<file path="config.mk">
export PLATFORM = sky130hd
export DESIGN_NAME = l3_codec_register_writer_unit
export DESIGN_NICKNAME = d
export VERILOG_FILES = /design/src/design/l3crw_pkg.sv /design/src/design/l3_codec_register_writer_unit.sv /design/src/design/l3crw_shadow.sv /design/src/design/l3crw_encode.sv /design/src/design/l3crw_out_stage.sv
export SDC_FILE = /design/constraint.sdc
export NUM_CORES = 1
export LEC_CHECK = 0
export CAP_MARGIN = 0
export CELL_PAD_IN_SITES_DETAIL_PLACEMENT = 0
export CELL_PAD_IN_SITES_GLOBAL_PLACEMENT = 1
export CORE_ASPECT_RATIO = 0.7
export CORE_MARGIN = 2
export CORE_UTILIZATION = 47
export DETAILED_ROUTE_END_ITERATION = 16
export DONT_BUFFER_PORTS = 1
export PLACE_DENSITY_LB_ADDON = 0.1
export SLEW_MARGIN = 15
export SYNTH_ARGS = -nofsm -noshare
export SYNTH_HDL_FRONTEND = slang
export SYNTH_HIERARCHICAL = 1
export SYNTH_SLANG_ARGS = --single-unit
</file>
<file path="constraint.sdc">
create_clock -name clk -period 2.8 [get_ports clk]
set_input_delay 0.56 -clock clk [delete_from_list [all_inputs] [get_ports clk]]
set_output_delay 0.56 -clock clk [all_outputs]
set_load 0.05 [all_outputs]
</file>
<file path="src/design/l3crw_pkg.sv">
package l3crw_pkg;

  localparam int RegCount = 12;
  localparam int IdxW     = 4;

  localparam logic [7:0] ExtAddrPrefix   = 8'hC0;
  localparam logic [7:0] ExtDataPrefix   = 8'hE0;
  localparam logic [7:0] BadReadValue    = 8'hFF;
  localparam logic [5:0] DeviceAddrReset = 6'd5;

  typedef enum logic {
    KIND_WRITE = 1'b0,
    KIND_READ  = 1'b1
  } kind_t;

  typedef enum logic [1:0] {
    TYPE_DATA0  = 2'd0,
    TYPE_DATA1  = 2'd1,
    TYPE_STATUS = 2'd2
  } bus_type_t;

  typedef struct packed {
    logic       transfer_valid;
    logic       bad_index;
    logic       last;
    logic [7:0] l3_address;
    logic [7:0] l3_data;
    logic [7:0] read_value;
  } result_t;

  typedef struct packed {
    result_t r0;
    result_t r1;
    logic    two;
  } enc_t;

  typedef struct packed {
    logic            en;
    logic [IdxW-1:0] idx;
    logic [7:0]      data;
  } shadow_wr_t;

  function automatic logic [7:0] reset_value(input logic [IdxW-1:0] idx);
    logic [7:0] v;
    unique case (idx)
      4'd1:                v = 8'h40;
      4'd2:                v = 8'h80;
      4'd3, 4'd4, 4'd5:    v = 8'h04;
      4'd11:               v = 8'h83;
      default:             v = 8'h00;
    endcase
    return v;
  endfunction

  function automatic bus_type_t bus_type(input logic [IdxW-1:0] idx);
    bus_type_t t;
    unique case (idx)
      4'd9:         t = TYPE_DATA1;
      4'd10, 4'd11: t = TYPE_STATUS;
      default:      t = TYPE_DATA0;
    endcase
    return t;
  endfunction

  function automatic logic [2:0] ext_addr(input logic [IdxW-1:0] idx);
    logic [2:0] a;
    unique case (idx)
      4'd4:    a = 3'd1;
      4'd5:    a = 3'd2;
      4'd6:    a = 3'd4;
      4'd7:    a = 3'd5;
      4'd8:    a = 3'd6;
      default: a = 3'd0;
    endcase
    return a;
  endfunction

  function automatic logic [7:0] fixed_bits(input logic [IdxW-1:0] idx);
    logic [7:0] b;
    unique case (idx)
      4'd1:         b = 8'h40;
      4'd2, 4'd11:  b = 8'h80;
      default:      b = 8'h00;
    endcase
    return b;
  endfunction

endpackage

</file>
<file path="src/design/l3_codec_register_writer_unit.sv">
// Channel | Dir | Signals                         | Contents (lowest bit up)
// s       | in  | s_tvalid s_tready s_tdata s_tuser | tdata: reg_index, write_value; tuser: kind
// m       | out | m_tvalid m_tready m_tdata m_tuser m_tlast
//         |     |                                 | tdata: l3_address, l3_data, read_value;
//         |     |                                 | tuser: transfer_valid, bad_index; tlast: last
// cfg     | in  | cfg_we cfg_wdata                | device_address
//
// Reads, bad indices and direct writes give one result each; extended writes give two,
// one per bus transfer, held in the single output register and its one-deep hold slot.
// The first result of a transaction appears the cycle after it is accepted.
// Reset loads the shadow copy with the device defaults and device_address with 5.
// Input is refused while the output register is stalled or the hold slot is full.
module l3_codec_register_writer_unit (
  input  logic        clk,
  input  logic        rst,
  input  logic        s_tvalid,
  output logic        s_tready,
  input  logic [15:0] s_tdata,   // [3:0] reg_index, [11:4] write_value, [15:12] zero
  input  logic [0:0]  s_tuser,   // [0] kind
  output logic        m_tvalid,
  input  logic        m_tready,
  output logic [23:0] m_tdata,   // [7:0] l3_address, [15:8] l3_data, [23:16] read_value
  output logic [1:0]  m_tuser,   // [0] transfer_valid, [1] bad_index
  output logic        m_tlast,
  input  logic        cfg_we,
  input  logic [5:0]  cfg_wdata
);

  logic                       accept;
  logic [5:0]                 device_address;
  logic [7:0]                 shadow_rd;
  l3crw_pkg::enc_t            enc;
  l3crw_pkg::shadow_wr_t      wr;
  l3crw_pkg::result_t         out;

  assign accept = s_tvalid && s_tready;

  always_ff @(posedge clk) begin
    if (rst) begin
      device_address <= l3crw_pkg::DeviceAddrReset;
    end else if (cfg_we) begin
      device_address <= cfg_wdata;
    end
  end

  l3crw_shadow u_shadow (
    .clk     (clk),
    .rst     (rst),
    .wr      (wr),
    .rd_idx  (s_tdata[3:0]),
    .rd_data (shadow_rd)
  );

  l3crw_encode u_encode (
    .accept         (accept),
    .kind           (s_tuser[0]),
    .reg_index      (s_tdata[3:0]),
    .write_value    (s_tdata[11:4]),
    .device_address (device_address),
    .shadow_rd      (shadow_rd),
    .enc            (enc),
    .wr             (wr)
  );

  l3crw_out_stage u_out (
    .clk       (clk),
    .rst       (rst),
    .accept    (accept),
    .enc       (enc),
    .m_tready  (m_tready),
    .in_ready  (s_tready),
    .out_valid (m_tvalid),
    .out       (out)
  );

  assign m_tdata = {out.read_value, out.l3_data, out.l3_address};
  assign m_tuser = {out.bad_index, out.transfer_valid};
  assign m_tlast = out.last;

endmodule

</file>
<file path="src/design/l3crw_shadow.sv">
module l3crw_shadow (
  input  logic                       clk,
  input  logic                       rst,
  input  l3crw_pkg::shadow_wr_t      wr,
  input  logic [l3crw_pkg::IdxW-1:0] rd_idx,
  output logic [7:0]                 rd_data
);

  logic [7:0] regs [l3crw_pkg::RegCount];

  always_ff @(posedge clk) begin
    if (rst) begin
      for (int i = 0; i < l3crw_pkg::RegCount; i++) begin
        regs[i] <= l3crw_pkg::reset_value(l3crw_pkg::IdxW'(i));
      end
    end else if (wr.en) begin
      regs[wr.idx] <= wr.data;
    end
  end

  assign rd_data = (rd_idx < l3crw_pkg::IdxW'(l3crw_pkg::RegCount)) ? regs[rd_idx] : 8'h00;

endmodule

</file>
<file path="src/design/l3crw_encode.sv">
module l3crw_encode (
  input  logic                       accept,
  input  logic                       kind,
  input  logic [l3crw_pkg::IdxW-1:0] reg_index,
  input  logic [7:0]                 write_value,
  input  logic [5:0]                 device_address,
  input  logic [7:0]                 shadow_rd,
  output l3crw_pkg::enc_t            enc,
  output l3crw_pkg::shadow_wr_t      wr
);

  logic bad;
  logic is_ext;

  assign bad    = reg_index >= l3crw_pkg::IdxW'(l3crw_pkg::RegCount);
  assign is_ext = (reg_index >= 4'd3) && (reg_index <= 4'd8);

  always_comb begin
    enc = '0;
    enc.r0.last = 1'b1;
    enc.r1.last = 1'b1;
    if (bad) begin
      enc.r0.bad_index  = 1'b1;
      enc.r0.read_value = l3crw_pkg::BadReadValue;
    end else if (l3crw_pkg::kind_t'(kind) == l3crw_pkg::KIND_READ) begin
      enc.r0.read_value = shadow_rd;
    end else if (is_ext) begin
      enc.two                = 1'b1;
      enc.r0.transfer_valid  = 1'b1;
      enc.r0.last            = 1'b0;
      enc.r0.l3_address      = {device_address, l3crw_pkg::TYPE_DATA0};
      enc.r0.l3_data         = l3crw_pkg::ExtAddrPrefix
                               | {5'b0, l3crw_pkg::ext_addr(reg_index)};
      enc.r1.transfer_valid  = 1'b1;
      enc.r1.l3_address      = {device_address, l3crw_pkg::TYPE_DATA0};
      enc.r1.l3_data         = l3crw_pkg::ExtDataPrefix | write_value;
    end else begin
      enc.r0.transfer_valid  = 1'b1;
      enc.r0.l3_address      = {device_address, l3crw_pkg::bus_type(reg_index)};
      enc.r0.l3_data         = write_value | l3crw_pkg::fixed_bits(reg_index);
    end
  end

  assign wr.en   = accept && !bad && (l3crw_pkg::kind_t'(kind) == l3crw_pkg::KIND_WRITE);
  assign wr.idx  = reg_index;
  assign wr.data = write_value;

endmodule

</file>
<file path="src/design/l3crw_out_stage.sv">
module l3crw_out_stage (
  input  logic              clk,
  input  logic              rst,
  input  logic              accept,
  input  l3crw_pkg::enc_t   enc,
  input  logic              m_tready,
  output logic              in_ready,
  output logic              out_valid,
  output l3crw_pkg::result_t out
);

  logic               pend_valid;
  l3crw_pkg::result_t pend;

  assign in_ready = !pend_valid && (!out_valid || m_tready);

  always_ff @(posedge clk) begin
    if (rst) begin
      out_valid  <= 1'b0;
      pend_valid <= 1'b0;
    end else if (accept) begin
      out_valid  <= 1'b1;
      out        <= enc.r0;
      pend_valid <= enc.two;
      pend       <= enc.r1;
    end else if (out_valid && m_tready) begin
      if (pend_valid) begin
        out        <= pend;
        pend_valid <= 1'b0;
      end else begin
        out_valid  <= 1'b0;
      end
    end
  end

  a_pend_needs_out: assert property (@(posedge clk) disable iff (rst)
    pend_valid |-> out_valid)
    else $error("second transfer held without a first");

  a_pend_is_last: assert property (@(posedge clk) disable iff (rst)
    pend_valid |-> pend.last && !out.last)
    else $error("last flag misplaced across extended write");

  a_two_loads_pend: assert property (@(posedge clk) disable iff (rst)
    (accept && enc.two) |=> pend_valid && out_valid && out.transfer_valid)
    else $error("extended write did not queue its second transfer");

  a_pend_drains: assert property (@(posedge clk) disable iff (rst)
    (out_valid && m_tready && pend_valid) |=> out_valid && !pend_valid && out.last)
    else $error("second transfer lost on hand-over");

endmodule
</file>
==> results.py <==
metrics = {
    "run_status": {
        "status": "finished clean",
    },
    "grt": {
        "gr-max-usage-layer": "met1",
        "grt_util_all_layers_pct": 20.33,
        "grt_pass1_wl_um": 24620,
        "gr-usage-met1_pct": 31.74,
        "grt_max_degree": 48,
        "grt_antenna_before_repair": 0,
        "grt_pass1_vias": 4018,
        "grt_use_met3_pct": 6.411,
        "overflow": 0,
        "gr-usage-met2_pct": 27.05,
    },
    "setup_path": {
        "path_buf_inv": 0,
        "r2r_start": "u_out/pend_valid$_SDFFE_PP0P_",
        "crit_chain": "a21oi_4, and2_1, and2_1, or4b_1, nor2_2, or2_2",
        "rr_endpoint": "u_shadow/regs[2][0]$_SDFFCE_PN0P_",
        "critPathCaptureType": "register",
        "crit_path_max_incr_delay_ps": 640,
        "start_kind": "register",
        "slowest_stage": "or4b_1",
        "rrSetupSlack_ps": 430,
        "crit_family": "simple AND/OR/NAND/NOR gates",
        "arrival_ps": 2490,
        "worstSetupPathType": "register to register",
        "critPathMaxFanout": 8,
        "ff2ff_path_depth": 6,
        "cp_common_cell": "and2_1",
        "cp.required_ps": 2920,
    },
    "yosys": {
        "synth_flop_cell": "edfxtp_1",
        "synthCells": 544,
        "ys_types": 52,
        "synthArstFlopShare_pct": 0,
        "avgSynthCellArea_um2": 13.93,
        "synth_area_um2": 7579,
        "yosysTopAreaCell": "edfxtp_1",
        "synth.area.top_cells": "edfxtp_1 (59%), and2_1 (7.7%), mux2_2 (5.3%)",
        "yosysTopAreaCellShare_pct": 59.44,
        "synth_edf_count": 150,
        "synth-seq-cells": 158,
        "yosysSeqAreaShare_pct": 61.55,
        "synth_warnings": 6,
    },
    "detailed_routing": {
        "drt_first_pass_iters": 5,
        "dr.first_iter.drc_count": 365,
        "via_per_inst": 5.505,
        "antenna_left": 0,
        "vias": 4068,
        "wl_um": 16190,
        "drc": 0,
        "wl_per_cell_um": 21.91,
    },
    "clock_tree": {
        "clk_latency_ps": 420,
        "root_buffer": "clkbuf_16",
        "ctsHoldBuffers": 0,
        "cts_buffers": 17,
        "path_clk_slew_ps": 70,
        "clk_path_buf_depth": 2,
        "cts_resized": 0,
        "h-tree-depth": 4,
        "tritoncts": "yes",
        "post_cts_buffers": 0,
        "clock_sinks": 158,
    },
    "die": {
        "dieHeight_um": 110.2,
        "rows": 38,
        "start_util_pct": 48.45,
        "die_area_um2": 17170,
        "core_um2": 15640,
        "num_io_pins": 57,
        "die_w_um": 155.8,
    },
    "pwr": {
        "peakVddDrop_mv": 0.3695,
        "p_leak_uw": 0.002944,
        "power.density_nw_per_um2": 666.9,
    },
    "sta": {
        "max_freq_mhz": 421.7,
        "hold_viol_final": 0,
        "fin_setup_tns_ps": 0,
        "hold_ws_ps": 211.9,
        "fin_crit_ps": 2372,
        "grt_setup_unrepaired": "no",
        "drv_slew": 0,
        "setup_viol": 0,
        "period_share_pct": 84.70,
        "fin_worst_skew_ps": 8.192,
    },
    "worst_hold_path": {
        "min_path_cells": 1,
        "hp-class": "primary input to register",
        "min_to": "device_address[5]$_SDFFE_PP0P_",
        "hp-start": "rst",
    },
    "placed_design": {
        "place_hpwl_um": 10770,
        "port_buffers": 0,
        "gp_congestion": 0.8142,
    },
    "cells_and_area": {
        "nets": 554,
        "final_util_pct": 52.60,
        "drive_gt1_share_pct": 25.60,
        "syn_to_final_growth_pct": 8.569,
        "antennaDiodeCount": 0,
    },
    "job": {
        "maxCapViolCount": 0,
    },
}
[kinds of logic after synthesis]
group / Yosys count / share of synthesized area [%]
AO/OA/AOI/OAI: 36 / 3.632
buffers and inverters: 72 / 5.795
flip-flops: 158 / 61.55
multiplexers: 66 / 12.48
other: 2 / 0.09910
AND/OR/NAND/NOR: 210 / 16.44
[cell usage after synthesis (all sizes together), types with 3 or more instances]
master	n
a21oi	8
and2	93
buf	48
clkbuf	13
dfxtp	8
edfxtp	150
inv	11
mux2	44
mux2i	6
mux4	16
nand2	21
nand2b	12
nand3b	3
nor2	39
nor2b	3
nor3	3
nor3b	5
o21ai	3
o22ai	8
o32ai	8
or2	13
or3	8
[worst max path at each step]
| stage | from | endpoint | slack [ps] | depth (start not counted) |
|---|---|---|---|---|
| final | u_out/pend_valid$_SDFFE_PP0P_ | u_shadow/regs[2][0]$_SDFFCE_PN0P_ | 430 | 6 |
| after floorplan | m_tready | u_shadow/regs[0][0]$_SDFFCE_PN0P_ | 150 | 8 |
| after CTS | u_out/pend_valid$_SDFFE_PP0P_ | u_shadow/regs[0][6]$_SDFFCE_PN0P_ | 390 | 6 |
| after detailed placement | m_tready | u_shadow/regs[2][0]$_SDFFCE_PN0P_ | 120 | 7 |
| after global placement | m_tready | u_shadow/regs[0][6]$_SDFFCE_PN0P_ | 170 | 7 |
| after global routing | u_out/pend_valid$_SDFFE_PP0P_ | u_shadow/regs[0][6]$_SDFFCE_PN0P_ | 260 | 6 |
[layer usage]
metal,vias to the layer above,wire (um)
li1,1890,-
met1,2014,8210
met2,146,6582
met3,18,1220
met4,0,177
met5,-,0
[through the flow]
stage	worst slack (ps)	instance area [um2]	std cells	total power, uW
after floorplan	150.1	7646	554	3190
after global placement	166.1	7629	707	3202
after detailed placement	117.7	7629	707	3207
after CTS	390.4	8228	739	5540
after global routing	263.4	8228	739	5674
final	428.4	8228	739	5487
[cells in the final DEF (no fill, tap or decap), types with 3 or more instances in the layout]
cell type	instances
buf_4	12
nand3b_1	3
edfxtp_1	150
conb_1	12
nor3b_2	3
nand2b_1	12
clkinvlp_4	3
inv_8	3
nand2_1	20
or3_1	8
nor2_2	3
o22ai_1	8
inv_6	4
mux2_2	36
nor2_1	34
or2_2	12
and2_1	93
dfxtp_1	8
o32ai_1	8
inv_1	9
mux2_4	8
clkbuf_16	17
mux2i_1	6
mux4_2	16
a21oi_1	5
[layout make-up]
class | instances | area [um2]
clock buffers | 17 | 425.4
clock inverters | 15 | 173.9
fillers | 1320 | 7415
inverters | 11 | 41.29
multi-input cells | 324 | 2542
flip-flops and latches | 158 | 4664
well taps | 200 | 250.2
repair buffers | 14 | 130.1
[worst register-to-register path, delay by kind of cell (launching register included)]
family / cells / cell delay, ps
flops: 1 / 360
simple gates: 5 / 1590
compound gates: 1 / 120
[registers in the layout, summed over array words and instances (netlist names)]
register and flops:
u_shadow/regs 96, u_out/out 27, u_out/pend 27, device_address 6
u_out/out_valid 1, u_out/pend_valid 1
[where the power goes]
group / internal (uW) / switching [uW]
clock network: 1340 / 986
registers: 2700 / 112
logic: 167 / 182
No activity file was read; power rests on OpenSTA's default activity.
